**src/hdl/i2c_mts_pkg.sv**
```systemverilog
`default_nettype none

package i2c_mts_pkg;

    // Byte engine status codes
    localparam logic [7:0] ST_START  = 8'h08;
    localparam logic [7:0] ST_RSTART = 8'h10;
    localparam logic [7:0] ST_WADDR  = 8'h18;
    localparam logic [7:0] ST_WDATA  = 8'h28;
    localparam logic [7:0] ST_RADDR  = 8'h40;
    localparam logic [7:0] ST_RXACK  = 8'h50;
    localparam logic [7:0] ST_RXNACK = 8'h58;

    // Configuration register indexes
    localparam logic [1:0] CFG_KIND  = 2'd0;
    localparam logic [1:0] CFG_ADDR  = 2'd1;
    localparam logic [1:0] CFG_REG   = 2'd2;
    localparam logic [1:0] CFG_COUNT = 2'd3;

    // Transfer kinds (kind 3 behaves as combined)
    localparam logic [1:0] KIND_WRITE = 2'd0;
    localparam logic [1:0] KIND_READ  = 2'd1;

    // Outcome codes
    localparam logic [1:0] OUT_BUSY = 2'd0;
    localparam logic [1:0] OUT_DONE = 2'd1;
    localparam logic [1:0] OUT_FAIL = 2'd2;

    // Input mode codes
    localparam logic MODE_BEGIN = 1'b0;

    typedef enum logic [7:0] {
        PH_IDLE   = 8'b0000_0001,
        PH_START  = 8'b0000_0010,
        PH_WADDR  = 8'b0000_0100,
        PH_REGB   = 8'b0000_1000,
        PH_WDATA  = 8'b0001_0000,
        PH_RSTART = 8'b0010_0000,
        PH_RADDR  = 8'b0100_0000,
        PH_RECV   = 8'b1000_0000
    } t_phase;

    typedef struct packed {
        logic [1:0] transfer_kind;
        logic [7:0] device_address;
        logic [7:0] register_index;
        logic [7:0] byte_count;
    } t_cfg;

    typedef struct packed {
        logic       mode;
        logic [7:0] status_code;
        logic [7:0] received_byte;
        logic [7:0] next_tx_byte;
    } t_item;

    typedef struct packed {
        logic       drive_start;
        logic       drive_stop;
        logic       ack_next;
        logic       load_tx;
        logic [7:0] tx_byte;
        logic       store_rx;
        logic [7:0] rx_byte;
        logic [1:0] outcome;
        logic [7:0] fail_status;
    } t_result;

endpackage

`default_nettype wire

```
**src/hdl/i2c_mts_cfg.sv**
```systemverilog
`default_nettype none

module i2c_mts_cfg
    import i2c_mts_pkg::*;
(
    input  wire logic       i_clk,
    input  wire logic       i_rst_n,
    input  wire logic       i_cfg_we,
    input  wire logic [1:0] i_cfg_index,
    input  wire logic [7:0] i_cfg_wdata,
    output t_cfg            o_cfg
);

    t_cfg r_cfg;

    always_ff @(posedge i_clk) begin
        if (!i_rst_n) begin
            r_cfg.transfer_kind  <= KIND_WRITE;
            r_cfg.device_address <= 8'd0;
            r_cfg.register_index <= 8'd0;
            r_cfg.byte_count     <= 8'd1;
        end else if (i_cfg_we) begin
            case (i_cfg_index)
                CFG_KIND:  r_cfg.transfer_kind  <= i_cfg_wdata[1:0];
                CFG_ADDR:  r_cfg.device_address <= i_cfg_wdata;
                CFG_REG:   r_cfg.register_index <= i_cfg_wdata;
                CFG_COUNT: r_cfg.byte_count     <= i_cfg_wdata;
                default: begin
                end
            endcase
        end
    end

    assign o_cfg = r_cfg;

endmodule

`default_nettype wire

```
**src/hdl/i2c_mts_fsm.sv**
```systemverilog
`default_nettype none

module i2c_mts_fsm
    import i2c_mts_pkg::*;
(
    input  wire logic  i_clk,
    input  wire logic  i_rst_n,
    input  wire logic  i_step,
    input  wire t_item i_item,
    input  wire t_cfg  i_cfg,
    output t_result    o_result
);

    t_phase     r_phase;
    t_phase     n_phase;
    logic [7:0] r_bytes_left;
    logic [7:0] n_bytes_left;
    t_result    res;
    logic       reading;
    logic       combined;
    logic       more;
    logic [7:0] st;

    assign reading  = (i_cfg.transfer_kind == KIND_READ);
    assign combined = i_cfg.transfer_kind[1];
    assign more     = (r_bytes_left > 8'd1);
    assign st       = i_item.status_code;

    always_comb begin
        n_phase      = r_phase;
        n_bytes_left = r_bytes_left;
        res          = '0;
        if (i_item.mode == MODE_BEGIN) begin
            res.drive_start = 1'b1;
            n_phase         = PH_START;
            // zero read count reads one byte
            if (i_cfg.transfer_kind != KIND_WRITE && i_cfg.byte_count == 8'd0) begin
                n_bytes_left = 8'd1;
            end else begin
                n_bytes_left = i_cfg.byte_count;
            end
        end else begin
            case (r_phase)
                PH_IDLE: begin
                end
                PH_START: begin
                    if (st == ST_START) begin
                        res.load_tx = 1'b1;
                        if (reading) begin
                            res.tx_byte = i_cfg.device_address | 8'h01;
                            n_phase     = PH_RADDR;
                        end else begin
                            res.tx_byte = i_cfg.device_address & 8'hFE;
                            n_phase     = PH_WADDR;
                        end
                    end
                end
                PH_WADDR: begin
                    if (st == ST_WADDR) begin
                        res.load_tx = 1'b1;
                        res.tx_byte = i_cfg.register_index;
                        n_phase     = combined ? PH_REGB : PH_WDATA;
                    end
                end
                PH_REGB: begin
                    if (st == ST_WDATA) begin
                        res.drive_start = 1'b1;
                        n_phase         = PH_RSTART;
                    end
                end
                PH_WDATA: begin
                    if (st == ST_WDATA) begin
                        if (r_bytes_left != 8'd0) begin
                            res.load_tx  = 1'b1;
                            res.tx_byte  = i_item.next_tx_byte;
                            n_bytes_left = r_bytes_left - 8'd1;
                        end else begin
                            res.drive_stop = 1'b1;
                            res.outcome    = OUT_DONE;
                            n_phase        = PH_IDLE;
                        end
                    end
                end
                PH_RSTART: begin
                    if (st == ST_RSTART) begin
                        res.load_tx = 1'b1;
                        res.tx_byte = i_cfg.device_address | 8'h01;
                        n_phase     = PH_RADDR;
                    end
                end
                PH_RADDR: begin
                    if (st == ST_RADDR) begin
                        // last byte is NACKed as soon as it is armed
                        res.ack_next = more;
                        n_phase      = PH_RECV;
                    end
                end
                PH_RECV: begin
                    if (more && st == ST_RXACK) begin
                        res.store_rx = 1'b1;
                        res.rx_byte  = i_item.received_byte;
                        n_bytes_left = r_bytes_left - 8'd1;
                        res.ack_next = (r_bytes_left > 8'd2);
                    end else if (!more && st == ST_RXNACK) begin
                        res.store_rx   = 1'b1;
                        res.rx_byte    = i_item.received_byte;
                        n_bytes_left   = 8'd0;
                        res.drive_stop = 1'b1;
                        res.outcome    = OUT_DONE;
                        n_phase        = PH_IDLE;
                    end
                end
                default: begin
                    n_phase = PH_IDLE;
                end
            endcase
            // any status other than the expected one aborts with STOP
            if (r_phase != PH_IDLE && !res.load_tx && !res.drive_start &&
                !res.drive_stop && !res.store_rx && n_phase == r_phase) begin
                res.drive_stop  = 1'b1;
                res.outcome     = OUT_FAIL;
                res.fail_status = st;
                res.ack_next    = 1'b0;
                n_phase         = PH_IDLE;
            end
        end
    end

    always_ff @(posedge i_clk) begin
        if (!i_rst_n) begin
            r_phase      <= PH_IDLE;
            r_bytes_left <= 8'd0;
        end else if (i_step) begin
            r_phase      <= n_phase;
            r_bytes_left <= n_bytes_left;
        end
    end

    assign o_result = res;

    a_begin_starts: assert property (@(posedge i_clk) disable iff (!i_rst_n)
        i_step && i_item.mode == MODE_BEGIN |=> r_phase == PH_START)
        else $error("begin beat did not enter the START phase");

    a_end_goes_idle: assert property (@(posedge i_clk) disable iff (!i_rst_n)
        i_step && res.outcome != OUT_BUSY |=> r_phase == PH_IDLE)
        else $error("finished transfer left the sequencer busy");

    a_store_in_recv: assert property (@(posedge i_clk) disable iff (!i_rst_n)
        i_step && res.store_rx |-> r_phase == PH_RECV)
        else $error("received byte stored outside the receive phase");

endmodule

`default_nettype wire

```
**src/hdl/i2c_master_transfer_sequencer_core.sv**
```systemverilog
// I2C master transfer sequencer. A begin beat (mode 0) requests START; every
// later status beat (mode 1) from the byte engine is answered with one result
// beat holding the next command: address, register or data byte to load,
// repeated START, ACK/NACK for the next received byte, or STOP with outcome
// done or failed. One beat is taken every cycle while o_in_stall is low; each
// passes an input register and then a result register, and the result register
// loads only when the output side can advance. Configuration writes
// (kind, address, register, count) must only be made while no beat is in
// flight.
`default_nettype none

module i2c_master_transfer_sequencer_core
    import i2c_mts_pkg::*;
(
    input  wire logic       i_clk,
    input  wire logic       i_rst_n,
    input  wire logic       i_cfg_we,
    input  wire logic [1:0] i_cfg_index,
    input  wire logic [7:0] i_cfg_wdata,
    input  wire logic       i_in_valid,
    output logic            o_in_stall,
    input  wire logic       i_mode,
    input  wire logic [7:0] i_status_code,
    input  wire logic [7:0] i_received_byte,
    input  wire logic [7:0] i_next_tx_byte,
    output logic            o_out_valid,
    input  wire logic       i_out_stall,
    output logic            o_drive_start,
    output logic            o_drive_stop,
    output logic            o_ack_next,
    output logic            o_load_tx,
    output logic [7:0]      o_tx_byte,
    output logic            o_store_rx,
    output logic [7:0]      o_rx_byte,
    output logic [1:0]      o_outcome,
    output logic [7:0]      o_fail_status
);

    t_cfg    cfg;
    t_result result;
    logic    r_in_valid;
    t_item   r_in;
    logic    r_out_valid;
    t_result r_out;
    logic    advance;
    logic    step;

    assign advance    = !r_out_valid || !i_out_stall;
    assign step       = r_in_valid && advance;
    assign o_in_stall = r_in_valid && !advance;

    i2c_mts_cfg u_cfg (
        .i_clk       (i_clk),
        .i_rst_n     (i_rst_n),
        .i_cfg_we    (i_cfg_we),
        .i_cfg_index (i_cfg_index),
        .i_cfg_wdata (i_cfg_wdata),
        .o_cfg       (cfg)
    );

    i2c_mts_fsm u_fsm (
        .i_clk    (i_clk),
        .i_rst_n  (i_rst_n),
        .i_step   (step),
        .i_item   (r_in),
        .i_cfg    (cfg),
        .o_result (result)
    );

    always_ff @(posedge i_clk) begin
        if (!i_rst_n) begin
            r_in_valid <= 1'b0;
        end else if (!o_in_stall) begin
            r_in_valid <= i_in_valid;
        end
    end

    always_ff @(posedge i_clk) begin
        if (i_in_valid && !o_in_stall) begin
            r_in.mode          <= i_mode;
            r_in.status_code   <= i_status_code;
            r_in.received_byte <= i_received_byte;
            r_in.next_tx_byte  <= i_next_tx_byte;
        end
    end

    always_ff @(posedge i_clk) begin
        if (!i_rst_n) begin
            r_out_valid <= 1'b0;
        end else if (advance) begin
            r_out_valid <= r_in_valid;
        end
    end

    always_ff @(posedge i_clk) begin
        if (step) begin
            r_out <= result;
        end
    end

    assign o_out_valid   = r_out_valid;
    assign o_drive_start = r_out.drive_start;
    assign o_drive_stop  = r_out.drive_stop;
    assign o_ack_next    = r_out.ack_next;
    assign o_load_tx     = r_out.load_tx;
    assign o_tx_byte     = r_out.tx_byte;
    assign o_store_rx    = r_out.store_rx;
    assign o_rx_byte     = r_out.rx_byte;
    assign o_outcome     = r_out.outcome;
    assign o_fail_status = r_out.fail_status;

    a_end_has_stop: assert property (@(posedge i_clk) disable iff (!i_rst_n)
        o_out_valid && o_outcome != OUT_BUSY |-> o_drive_stop)
        else $error("transfer ended without STOP");

    a_stalled_beat_kept: assert property (@(posedge i_clk) disable iff (!i_rst_n)
        r_in_valid && o_in_stall |=> r_in_valid && $stable(r_in))
        else $error("waiting input beat lost while output stalled");

endmodule

`default_nettype wire

```
**config.mk**
```make
export PLATFORM = sky130hd
export DESIGN_NAME = i2c_master_transfer_sequencer_core
export DESIGN_NICKNAME = d
export VERILOG_FILES = /design/src/hdl/i2c_mts_pkg.sv /design/src/hdl/i2c_mts_cfg.sv /design/src/hdl/i2c_mts_fsm.sv /design/src/hdl/i2c_master_transfer_sequencer_core.sv
export SDC_FILE = /design/constraint.sdc
export NUM_CORES = 1
export LEC_CHECK = 0
export ABC_CLOCK_PERIOD_IN_PS = 2400
export BUFFER_PORTS_ARGS = -buffer_cell sky130_fd_sc_hd__buf_2
export CAP_MARGIN = 20
export CORE_UTILIZATION = 44
export DETAILED_ROUTE_END_ITERATION = 16
export MAX_ROUTING_LAYER = met4
export PLACE_DENSITY = 0.67
export SETUP_SLACK_MARGIN = 0.4
export SLEW_MARGIN = 30
export SYNTH_ARGS = -nofsm -noshare
export SYNTH_HDL_FRONTEND = slang
export SYNTH_SLANG_ARGS = --single-unit
export TNS_END_PERCENT = 1
```
**constraint.sdc**
```tcl
create_clock -name i_clk -period 2.4 [get_ports i_clk]
set_input_delay 0.24 -clock i_clk [delete_from_list [all_inputs] [get_ports i_clk]]
set_output_delay 0.24 -clock i_clk [all_outputs]
set_load 0.02 [all_outputs]
```
### Word level (Yosys, flattened, before mapping)

Cells that the tools add are included.

* eq/ne operators: 25
* $add $sub $neg: 1
* bitwise operators: 1
* magnitude comparators: 2
* multiplexer cells: 52
* reduce and logical (&&, ||, !) cells: 32

Operator list (number)
* $mux W8: 18
* $mux W9: 9
* $pmux W8 S8: 1
* $pmux W9 S4: 1
* $eq A8 B7 Y1 const B: 4
* $eq A8 B5 Y1 const B: 3
* $eq A8 B4 Y1 const B: 2
* $eq A8 B6 Y1 const B: 2
* $pmux W8 S2: 1
* $mux W1: 12
* $logic_and A1 B1 Y1: 11
* $mux W11: 1
* $mux W10: 1
* $reduce_and A2 Y1: 5
* $logic_not A1 Y1: 9
* $eq A8 B1 Y1 const B: 1
* $eq A8 B2 Y1 const B: 1
* $eq A8 B3 Y1 const B: 1
* $eq A8 B8 Y1: 1
* $eq A8 B8 Y1 const B: 1
* $gt A8 B1 Y1 const B: 1
* $gt A8 B2 Y1 const B: 1
* $logic_not A8 Y1: 1
* $ne A8 B1 Y1 const B: 1
* other kinds (18): 24

* bits of input ports: 40
* flip-flop bits (word level): 100
* word-level logic and storage cells: 135

### Depth between registers and ports, before layout

Gate-level depths: netlist of run 1.

* depth in word-level cells: 13
* mapped depth: 11

### Modules after synthesis

Synthesis of run 1 repeated with hierarchy kept, for this count alone.

* cells, all modules: 416
* area total of the unflattened synthesis: 4610.7 µm²

Modules (own cells, without submodules)
* i2c_mts_fsm: cells each 255, instances 1, sequential area each 320.3 µm², area each 1851.8 µm²
* i2c_master_transfer_sequencer_core: cells each 64, instances 1, sequential area each 1721.7 µm², area each 1765.4 µm²
* i2c_mts_cfg: cells each 97, instances 1, sequential area each 520.5 µm², area each 993.5 µm²

### Least setup slack after synthesis of run 1

No wires, ideal clock.

* path type: register to register
* start point: reg u_fsm.r_bytes_left[0]
* end point: reg u_fsm.r_bytes_left[0]
* arrival time: 2417 ps
* stages on the path, launching flop included: 11
* library setup time: 116 ps
* required time: 2284 ps
* setup slack: -134 ps
* period minus slack after synthesis: 2534 ps
* path through: dfxtp_1 > inv_1 > ha_1 > or4b_1 > or4_1 > nor2b_1 > buf_2 > a21oi_1 > a21oi_2 > buf_2 > o211a_1

* word-level cells in the longest chain between the ends: 5

Ends and longest elaborated chain
* start: declaration: RTL line i2c_mts_fsm.sv:16 `logic [7:0] r_bytes_left;`
* start signal: assignment: RTL line i2c_mts_fsm.sv:135 `r_bytes_left <= n_bytes_left;`
* $sub A8 B1 Y8 or $gt A8 B1 Y1 (tied branches): RTL line i2c_mts_fsm.sv:76, i2c_mts_fsm.sv:102, i2c_mts_fsm.sv:26
* $mux W8, or another cell as far along: RTL line i2c_mts_fsm.sv:73 `if (r_bytes_left != 8'd0) begin`
* $mux W8, or another cell as far along: RTL line i2c_mts_fsm.sv:72 `if (st == ST_WDATA) begin`
* $pmux W8 S2 or $ne A4 B2 Y1 (tied branches)
* $mux W8 or $reduce_and A5 Y1 (tied branches)

Several ways; a longest one is shown, not always the timed one. The select of a mux whose other input is x is not followed.
A chain may end at the register's enable or synchronous reset.

### Worst setup path after layout of run 1

* start point: reg u_fsm.r_bytes_left[5]
* end point: reg r_out, in the netlist o_fail_status[6] (data pin)

* word-level cells in the longest chain between the ends: 12

Ends and longest elaborated chain
* branches (longest 10 deep; another with $gt A8 B1 Y1)
* $logic_and A1 B1 Y1 (*): RTL line i2c_mts_fsm.sv:119 `!res.drive_stop && !res.store_rx && n_phase == r_phase) begin`
* $reduce_and A2 Y1 (no line) (*)
* end signal: assignment: RTL line i2c_master_transfer_sequencer_core.sv:97 `r_out <= result;`
* end: declaration: RTL line i2c_master_transfer_sequencer_core.sv:44 `t_result r_out;`

Every way passes the cells marked *. The select of a mux whose other input is x is not followed.

==> results of run 1 <==
==> synth_stat cells, drive strengths merged, types with 2 or more instances <==
master   instances
nand3b           2
a2111oi          2
o21ai            8
nor2            35
nor4b            5
a222oi           7
nand4b           3
nor3             8
or4b             2
a31oi            3
xor2             3
a21boi           8
clkbuf          15
o2bb2ai          4
inv             19
nor4             7
nor2b           21
edfxtp          56
nand2           43
o221ai           3
or2              3
nand4            7
o22ai            2
mux2i           16
buf              4
and2            10
nand2b           4
or4              3
or3              6
dfxtp           43
ha               3
nand3            9
a31o             4
a22o             4
a2bb2oi          2
o31ai            2
o21a             2
o211a            5
nor3b            2
a21oi            6
and3             9
==> timing repair <==
action,CTS,global route
gates resized for setup,30,6
setup buffers,4,0
gates cloned,1,0
endpoints found under the hold margin,0,0
setup endpoints to repair,44,44
pin swaps,27,2
==> flip-flops by register name (all words and copies together) (netlist names), 2 cells and up <==
name	count
u_fsm.r_bytes_left	8
o_rx_byte	8
o_fail_status	8
r_in	25
o_tx_byte	8
u_cfg.o_cfg	25
o_outcome	2
u_fsm.r_phase	8
==> per-layer routing <==
metal  track usage  vias to the layer above
li1              -                     1762
met2         0.381                      105
met3        0.0454                       20
met4        0.0802                        0
met1         0.267                     1673
met5             -                        -
==> power groups by stage <==
stage               Clock (W)  Combinational (W)  Sequential [W]
floorplan                   0           0.000190         0.00196
global placement            0           0.000358         0.00193
detailed placement          0           0.000361         0.00193
CTS                   0.00103           0.000391         0.00190
global route          0.00109           0.000433         0.00191
finish                0.00101           0.000394         0.00190
==> path summary, 6_finish.rpt <==
kind	start	endpoint	slack, ns
max	u_fsm.r_bytes_left[5]	o_fail_status[6]	-0.08
min	i_status_code[0]	r_in[16]	0.03
max reg2reg	u_fsm.r_bytes_left[5]	o_fail_status[6]	-0.08
min reg2reg	u_cfg.o_cfg[1]	u_cfg.o_cfg[1]	0.49
==> final cells by class <==
| class | instances | area, sq um | area share |
|---|---|---|---|
| clock buffer | 9 | 124 | 0.0215 |
| clock inverter | 7 | 62.6 | 0.0108 |
| inverter | 19 | 71.3 | 0.0124 |
| multi-input combinational | 275 | 2000 | 0.347 |
| sequential | 99 | 2550 | 0.441 |
| tap | 133 | 166 | 0.0288 |
| timing repair buffer | 128 | 796 | 0.138 |
==> kinds of logic after synthesis <==
family | Yosys count | share of synthesized area
adder cells (fa/ha/maj) | 3 | 0.00834
AND/OR/NAND/NOR | 180 | 0.223
XOR/XNOR | 4 | 0.00778
multiplexers | 16 | 0.0356
buffers and inverters | 38 | 0.0325
AO/OA/AOI/OAI | 71 | 0.128
flip-flops | 99 | 0.565
==> per-stage QoR <==
| stage | cell area (sq um) | total power [W] |
|---|---|---|
| finish | 5770 | 0.00330 |
| global placement | 5380 | 0.00229 |
| global route | 5770 | 0.00343 |
| floorplan | 4540 | 0.00215 |
| CTS | 5740 | 0.00332 |
| detailed placement | 5380 | 0.00230 |
==> cells in the final DEF, fill, tap and decap left out, drive strengths merged, types with 5 or more instances in the layout <==
cell	count
buf	128
edfxtp	56
nand2	43
dfxtp	43
nor2	35
nor2b	21
inv	21
mux2i	16
and2	10
nand3	10
clkbuf	9
and3	9
a21boi	8
o21ai	8
nor3	8
nand4	7
a222oi	7
nor4	7
or3	6
a21oi	6
o211a	5
nor4b	5
==> worst max-delay path, delay by kind of cell (launching register included) <==
| family | cells | cell delay, ns |
|---|---|---|
| AO/OA/AOI/OAI | 2 | 0.37 |
| flip-flops | 1 | 0.33 |
| buffers and inverters | 1 | 0.18 |
| AND/OR/NAND/NOR | 5 | 1.44 |
==> impl_metrics.py, run 1 <==
metrics = {
    "status": {
        "status": "finished, violations left",
        "violations": "negative setup slack",
    },
    "synth": {
        "syn_inst": 411,
        "synthTopCellsByArea": "edfxtp_1 37%, dfxtp_1 19%, nand2_1 3.6%",
        "async_flop_share": 0,
        "yosysTopAreaCell": "edfxtp_1",
        "ys_warn_count": 0,
        "synth_area_per_cell_sq_um": 11.0,
        "yosysUniqueCellTypes": 61,
        "yosysTopAreaCellShare": 0.373,
        "yosys_register_bits": 99,
        "synth_edf_count": 56,
        "synth_area_sq_um": 4500,
        "synth_nets": 454,
        "ys.flop_type": "edfxtp_1",
        "ys_seq_area_frac": 0.565,
    },
    "sta": {
        "clock.fmax_ghz": 0.403,
        "fin_worst_skew_ns": 0.00837,
        "setup-tns-final_ns": -0.518,
        "post-route-period-util": 1.03,
        "slew_headroom": 0.500,
        "fin_ws_ns": -0.0785,
        "hold_viol_final": 0,
        "drv_slew": 0,
        "holdWs_ns": 0.0295,
        "rsz0062_at_grt": "true",
        "worst_pin_slew_ns": 0.751,
        "fin_crit_ns": 2.48,
        "setup-violations-final": 19,
    },
    "floorplanning": {
        "dieWidth_um": 103,
        "coreArea_sq_um": 9860,
        "die-area_sq_um": 10600,
        "rows": 36,
        "die_y_um": 103,
        "top_level_ports": 73,
        "start_util": 0.456,
    },
    "pwr": {
        "p_leak_nw": 2.43,
        "p_int_w": 0.00244,
        "combPwrFrac": 0.119,
        "switching_share": 0.262,
        "pwr-share-clk": 0.306,
        "peakVddDrop_v": 0.000401,
        "p_switching_w": 0.000866,
        "pwr-share-seq": 0.575,
        "pwr_density_cell_nw_per_um2": 572,
    },
    "detailed_routing": {
        "initialDrtViolationCount": 189,
        "m1WireLength_mm": 4.59,
        "firstDrtPassIters": 5,
        "wire_per_inst_um": 16.1,
        "viasPerCell": 5.31,
        "num_vias": 3560,
        "drc_errors": 0,
        "final_antenna_net_count": 0,
        "wl_met3_um": 562,
        "top_layer": "met4",
        "routed-wl-met2_mm": 5.45,
        "postRouteWirelength_mm": 10.8,
    },
    "global_route": {
        "grt_pass1_wl_mm": 17.2,
        "grt_max_degree": 41,
        "grt_pass1_vias": 3494,
        "track_usage": 0.225,
        "antenna_found_initial": 0,
        "gr-total-overflow": 0,
    },
    "final_layout": {
        "diodes": 0,
        "nFillCells": 848,
        "area_growth_syn_to_layout_pct": 28.2,
        "final_nets": 575,
        "post-route-util": 0.585,
        "drive_gt1_frac": 0.359,
        "final_cells": 670,
    },
    "setup_path": {
        "path_max_fanout": 5,
        "cp.required_ns": 2.63,
        "max_stage_delay_ns": 0.55,
        "critPathKind": "reg2reg",
        "cpMaxStageDelayCell": "or4_4",
        "cp-start-kind": "flop",
        "r2r_cells": 8,
        "crit_arrival_ns": 2.71,
        "end_kind": "flop",
        "path_cells": "or4_4 -> o311ai_4 -> o22ai_2 -> or3_4 -> nor4_4 -> buf_6 -> nand3_4 -> nor2_1",
    },
    "placed_design": {
        "dp_cells": 649,
        "port_buffers": 72,
        "post-place-ws_ns": -0.222,
        "hpwl_mm": 7.77,
        "place_congestion": 0.928,
    },
    "clocking": {
        "cts_hold_buffers": 0,
        "numCtsBuffers": 9,
        "clock-sinks": 99,
        "clockRootBuffer": "clkbuf_8",
        "clkLatencyLatePin_ns": 0.38,
        "cts_buffer_depth": 2,
        "clk_pin_slew_ns": 0.10,
        "htree_levels": 3,
        "cts_tree": "done",
    },
    "hold_path": {
        "hold_depth": 1,
        "hp-class": "in2reg",
    },
    "run": {
        "drv_cap": 0,
    },
}
Note: power is estimated with default switching activity, not from simulation.
==> inputs of run 2 (changes only) <==
Settings changed: BUFFER_PORTS_ARGS -buffer_cell sky130_fd_sc_hd__buf_2 to default, DONT_BUFFER_PORTS from default to 1, GPL_ROUTABILITY_DRIVEN from default to 0, PLACE_DENSITY 0.67 to 0.61.
==> impl_metrics.py, run 2 (same netlist as run 1, synthesis figures left out) <==
metrics = {
    "global_route": {
        "top_usage_layer": "met2",
        "grt_max_degree": 36,
        "grt_pass1_vias": 3421,
        "gr-total-overflow": 0,
        "grt_use_met3": 0.0631,
        "antenna_found_initial": 0,
        "grt_pass1_wl_mm": 17.1,
        "track_usage": 0.226,
        "use_met2": 0.354,
        "grt_use_met1": 0.273,
    },
    "floorplanning": {
        "start_util": 0.456,
        "dieWidth_um": 103,
        "die-area_sq_um": 10600,
        "top_level_ports": 73,
        "die_y_um": 103,
        "rows": 36,
        "coreArea_sq_um": 9860,
    },
    "clocking": {
        "cts_buffer_depth": 2,
        "clock-sinks": 99,
        "clk_pin_slew_ns": 0.10,
        "numCtsBuffers": 9,
        "cts_tree": "done",
        "clockRootBuffer": "clkbuf_8",
        "htree_levels": 3,
        "post-cts-setup-buffers": 0,
        "clkLatencyLatePin_ns": 0.38,
    },
    "sta": {
        "fin_crit_ns": 2.51,
        "rsz0062_at_grt": "true",
        "slew_headroom": 0.611,
        "fin_ws_ns": -0.110,
        "clock.fmax_ghz": 0.398,
        "hold_viol_final": 0,
        "worst_pin_slew_ns": 0.581,
        "drv_slew": 0,
        "fin_worst_skew_ns": 0.0108,
        "setup-violations-final": 22,
        "post-route-period-util": 1.05,
    },
    "setup_path": {
        "path_max_fanout": 4,
        "crit_arrival_ns": 2.78,
        "cp.required_ns": 2.67,
        "path_delay_family": "simple AND/OR/NAND/NOR gates",
        "cp-start-kind": "flop",
        "max_stage_delay_ns": 0.56,
        "critPathBufInv": 1,
        "end_kind": "flop",
        "path_cells": "or4_4 -> o311ai_4 -> o22ai_2 -> or3_4 -> nor4_4 -> buf_4 -> a21oi_4 -> a22o_1",
        "cpMaxStageDelayCell": "or4_4",
        "critPathKind": "reg2reg",
    },
    "placed_design": {
        "hpwl_mm": 7.69,
        "port_buffers": 0,
        "dp_cells": 581,
        "place_area_sq_um": 5060,
    },
    "detailed_routing": {
        "viasPerCell": 5.53,
        "postRouteWirelength_mm": 11.2,
        "firstDrtPassIters": 5,
        "final_antenna_net_count": 0,
        "num_vias": 3484,
        "wire_per_inst_um": 17.8,
        "drc_errors": 0,
        "initialDrtViolationCount": 182,
    },
    "final_layout": {
        "final_nets": 535,
        "most-common-layout-cells": "56 x edfxtp_1, 55 x buf_4, 43 x nand2_1",
        "final_common_cell": "edfxtp_1",
        "diodes": 0,
        "drive_gt1_frac": 0.215,
        "area_growth_syn_to_layout_pct": 26.5,
        "final_cells": 630,
        "finish.instance_area_sq_um": 5690,
    },
    "run": {
        "drv_cap": 0,
    },
    "pwr": {
        "p_leak_nw": 2.28,
        "pwr_density_cell_nw_per_um2": 607,
        "peakVddDrop_v": 0.000521,
    },
    "hold_path": {
        "hp-class": "in2reg",
    },
    "status": {
        "status": "finished, violations left",
        "violations": "negative setup slack",
    },
}
## run 2: changes by cell type in the layout (fill, tap and decap cells not counted), sizes merged
cell | before | now
clkbuf | 9 | 10
inv | 21 | 23
bufinv | 0 | 1
clkinv | 4 | 1
dlygate4sd3 | 0 | 32
nand3 | 10 | 9
buf | 128 | 57
clkinvlp | 1 | 0
## run 2: report_power, final
group,internal (W),leakage [nW],switching [W]
Sequential,0.00186,0.905,0.0000640
Combinational,0.000179,1.26,0.000172
Clock,0.000565,0.116,0.000614
## run 2: layout make-up
class                           instances  area, sq um
Inverter                               19         71.3
Multi-Input combinational cell        274         1930
Clock inverter                          6         75.1
Fill cell                             816         4170
Clock buffer                           10          149
Timing Repair Buffer                   89          758
Sequential cell                        99         2540
Tap cell                              133          166
## run 2: stage by stage
step | util | setup WS [ns] | TNS (ns) | total power, W | hold WS (ns)
after global routing | 0.577 | -0.213 | -4.23 | 0.00359 | 0.00822
after CTS | 0.570 | -0.103 | -1.47 | 0.00347 | 0.00257
after detailed placement | 0.513 | -0.138 | -1.77 | 0.00225 | 0.332
final | 0.577 | -0.110 | -1.70 | 0.00346 | 0.00591
after floorplan | - | -0.0107 | -0.0933 | 0.00215 | 0.339
after global placement | 0.513 | -0.0635 | -0.856 | 0.00224 | 0.325
## run 2: worst register-to-register path, stage by stage, from the launching register on
cell	delay, ns
dfxtp_1	0.32
or4_4	0.56
o311ai_4	0.26
o22ai_2	0.12
or3_4	0.35
nor4_4	0.36
buf_4	0.19
a21oi_4	0.06
a22o_1	0.19
## run 2: final timing paths
check | from | to | slack [ns] | cells after the start
worst max-delay path | u_fsm.r_bytes_left[6] | u_fsm.r_phase[6] | -0.11 | 8
worst min-delay path | i_cfg_wdata[1] | u_cfg.o_cfg[1] | 0.006 | 2
worst max register to register | u_fsm.r_bytes_left[6] | u_fsm.r_phase[6] | -0.11 | 8
worst min register to register | u_cfg.o_cfg[4] | u_cfg.o_cfg[4] | 0.49 | 2
## run 2: what timing repair did
item	in CTS	in global routing
setup endpoints to repair	43	44
resized for setup	4	11
pin swaps	4	7
hold buffers	32	1
hold endpoints to repair	60	1
## run 2: routing by layer
layer | up-vias | part of all wire
li1 | 1677 | -
met1 | 1657 | 0.42
met2 | 127 | 0.49
met3 | 23 | 0.063
met4 | 0 | 0.025
met5 | - | 0
==> inputs of run 3 (changes only) <==
--- a/constraint.sdc
+++ b/constraint.sdc
@@ -3,2 +3,2 @@
 set_output_delay 0.24 -clock i_clk [all_outputs]
-set_load 0.02 [all_outputs]
+set_load 0.05 [all_outputs]
==> impl_metrics.py, run 3 (same netlist as run 1, synthesis figures left out) <==
metrics = {
    "sta": {
        "worst_pin_slew_ns": 0.778,
        "clock.fmax_ghz": 0.390,
        "rsz0062_at_grt": "true",
        "fin_worst_skew_ns": 0.0113,
        "fin_ws_ns": -0.164,
        "fin_crit_ns": 2.56,
        "drv_slew": 0,
        "setup-violations-final": 26,
        "setup-tns-final_ns": -1.88,
        "slew_headroom": 0.479,
        "hold_viol_final": 0,
        "post-route-period-util": 1.07,
    },
    "status": {
        "status": "finished, violations left",
        "violations": "negative setup slack",
    },
    "detailed_routing": {
        "final_antenna_net_count": 0,
        "wire_per_inst_um": 17.7,
        "initialDrtViolationCount": 203,
        "viasPerCell": 5.55,
        "postRouteWirelength_mm": 11.3,
        "firstDrtPassIters": 5,
        "num_vias": 3544,
        "drc_errors": 0,
    },
    "clocking": {
        "htree_levels": 3,
        "clk_pin_slew_ns": 0.10,
        "clock-sinks": 99,
        "cts_buffer_depth": 2,
        "clkLatencyLatePin_ns": 0.37,
        "clockRootBuffer": "clkbuf_8",
        "cts_tree": "done",
        "numCtsBuffers": 9,
    },
    "setup_path": {
        "cp.required_ns": 2.67,
        "crit_arrival_ns": 2.83,
        "critPathKind": "reg2reg",
        "end_kind": "flop",
        "path_max_fanout": 10,
        "cp-start-kind": "flop",
    },
    "pwr": {
        "p_leak_nw": 2.29,
        "peakVddDrop_v": 0.000466,
        "pwr_density_cell_nw_per_um2": 579,
    },
    "hold_path": {
        "hp-class": "in2reg",
    },
    "global_route": {
        "grt_use_met1": 0.266,
        "grt_max_degree": 30,
        "top_usage_layer": "met2",
        "antenna_found_initial": 0,
        "grt_use_met3": 0.0597,
        "use_met2": 0.380,
        "grt_pass1_vias": 3487,
        "grt_pass1_wl_mm": 17.3,
        "track_usage": 0.227,
        "gr-total-overflow": 0,
    },
    "placed_design": {
        "place_area_sq_um": 5090,
        "hpwl_mm": 7.41,
        "port_buffers": 0,
        "post-place-ws_ns": -0.228,
    },
    "final_layout": {
        "final_common_cell": "buf_4",
        "nFillCells": 834,
        "most-common-layout-cells": "59 x buf_4, 56 x edfxtp_1, 43 x nand2_1",
        "drive_gt1_frac": 0.225,
        "area_growth_syn_to_layout_pct": 27.1,
        "final_nets": 544,
        "multi_input_area_sq_um": 1920,
        "finish.instance_area_sq_um": 5720,
        "area.sequential_sq_um": 2540,
        "diodes": 0,
    },
    "floorplanning": {
        "rows": 36,
        "die_y_um": 103,
        "dieWidth_um": 103,
        "die-area_sq_um": 10600,
        "top_level_ports": 73,
        "coreArea_sq_um": 9860,
        "start_util": 0.456,
    },
    "run": {
        "drv_cap": 0,
    },
}
## run 3: cell type report
class	count	area share
multi-input combinational	274	0.336
tap	133	0.0291
inverter	19	0.0125
clock buffer	11	0.0230
timing repair buffer	98	0.148
sequential	99	0.444
clock inverter	5	0.00743
## run 3: report_power, final
| part | total [W] | switching [W] | internal [W] |
|---|---|---|---|
| Sequential | 0.00196 | 0.0000998 | 0.00186 |
| Combinational | 0.000364 | 0.000175 | 0.000189 |
| Clock | 0.000988 | 0.000595 | 0.000393 |
| Total | 0.00331 | 0.000869 | 0.00244 |
## run 3: final timing paths
path	start	to	slack [ns]	cells after the start
worst min register to register	u_cfg.o_cfg[4]	u_cfg.o_cfg[4]	0.50	2
worst min-delay path	i_rst_n	o_out_valid	0.006	1
worst max-delay path	u_fsm.r_bytes_left[1]	u_fsm.r_bytes_left[4]	-0.16	10
worst max register to register	u_fsm.r_bytes_left[1]	u_fsm.r_bytes_left[4]	-0.16	10
## run 3: through the flow
step           power [W]  hold WS, ns   util  instances
2_1_floorplan    0.00219        0.339      -        411
6_report         0.00331      0.00625  0.580        639
5_1_grt          0.00345      0.00196  0.580        639
3_3_place_gp     0.00229        0.320  0.516        584
4_1_cts          0.00333     0.000175  0.574        637
3_5_place_dp     0.00229        0.330  0.516        584
## run 3: critical path, cell delays in order (launching register included)
cell     delay [ns]
dfxtp_1        0.33
inv_2          0.08
ha_4           0.14
or4b_4         0.46
or4_4          0.47
nor2b_2        0.20
a21oi_2        0.16
a21oi_4        0.12
buf_6          0.16
and3_1         0.15
a31o_2         0.20
## run 3: metal layers
layer,part of all wire,vias to the layer above
met2,0.51,146
met4,0.021,0
li1,-,1698
met1,0.41,1673
met5,0,-
met3,0.063,27
## run 3: repair_timing
| item | in CTS | in global routing |
|---|---|---|
| hold buffers | 34 | 2 |
| buffers inserted | 3 | 0 |
| pin swaps | 8 | 7 |
| hold endpoints to repair | 49 | 3 |
| gates resized for setup | 8 | 10 |
| setup endpoints to repair | 43 | 44 |
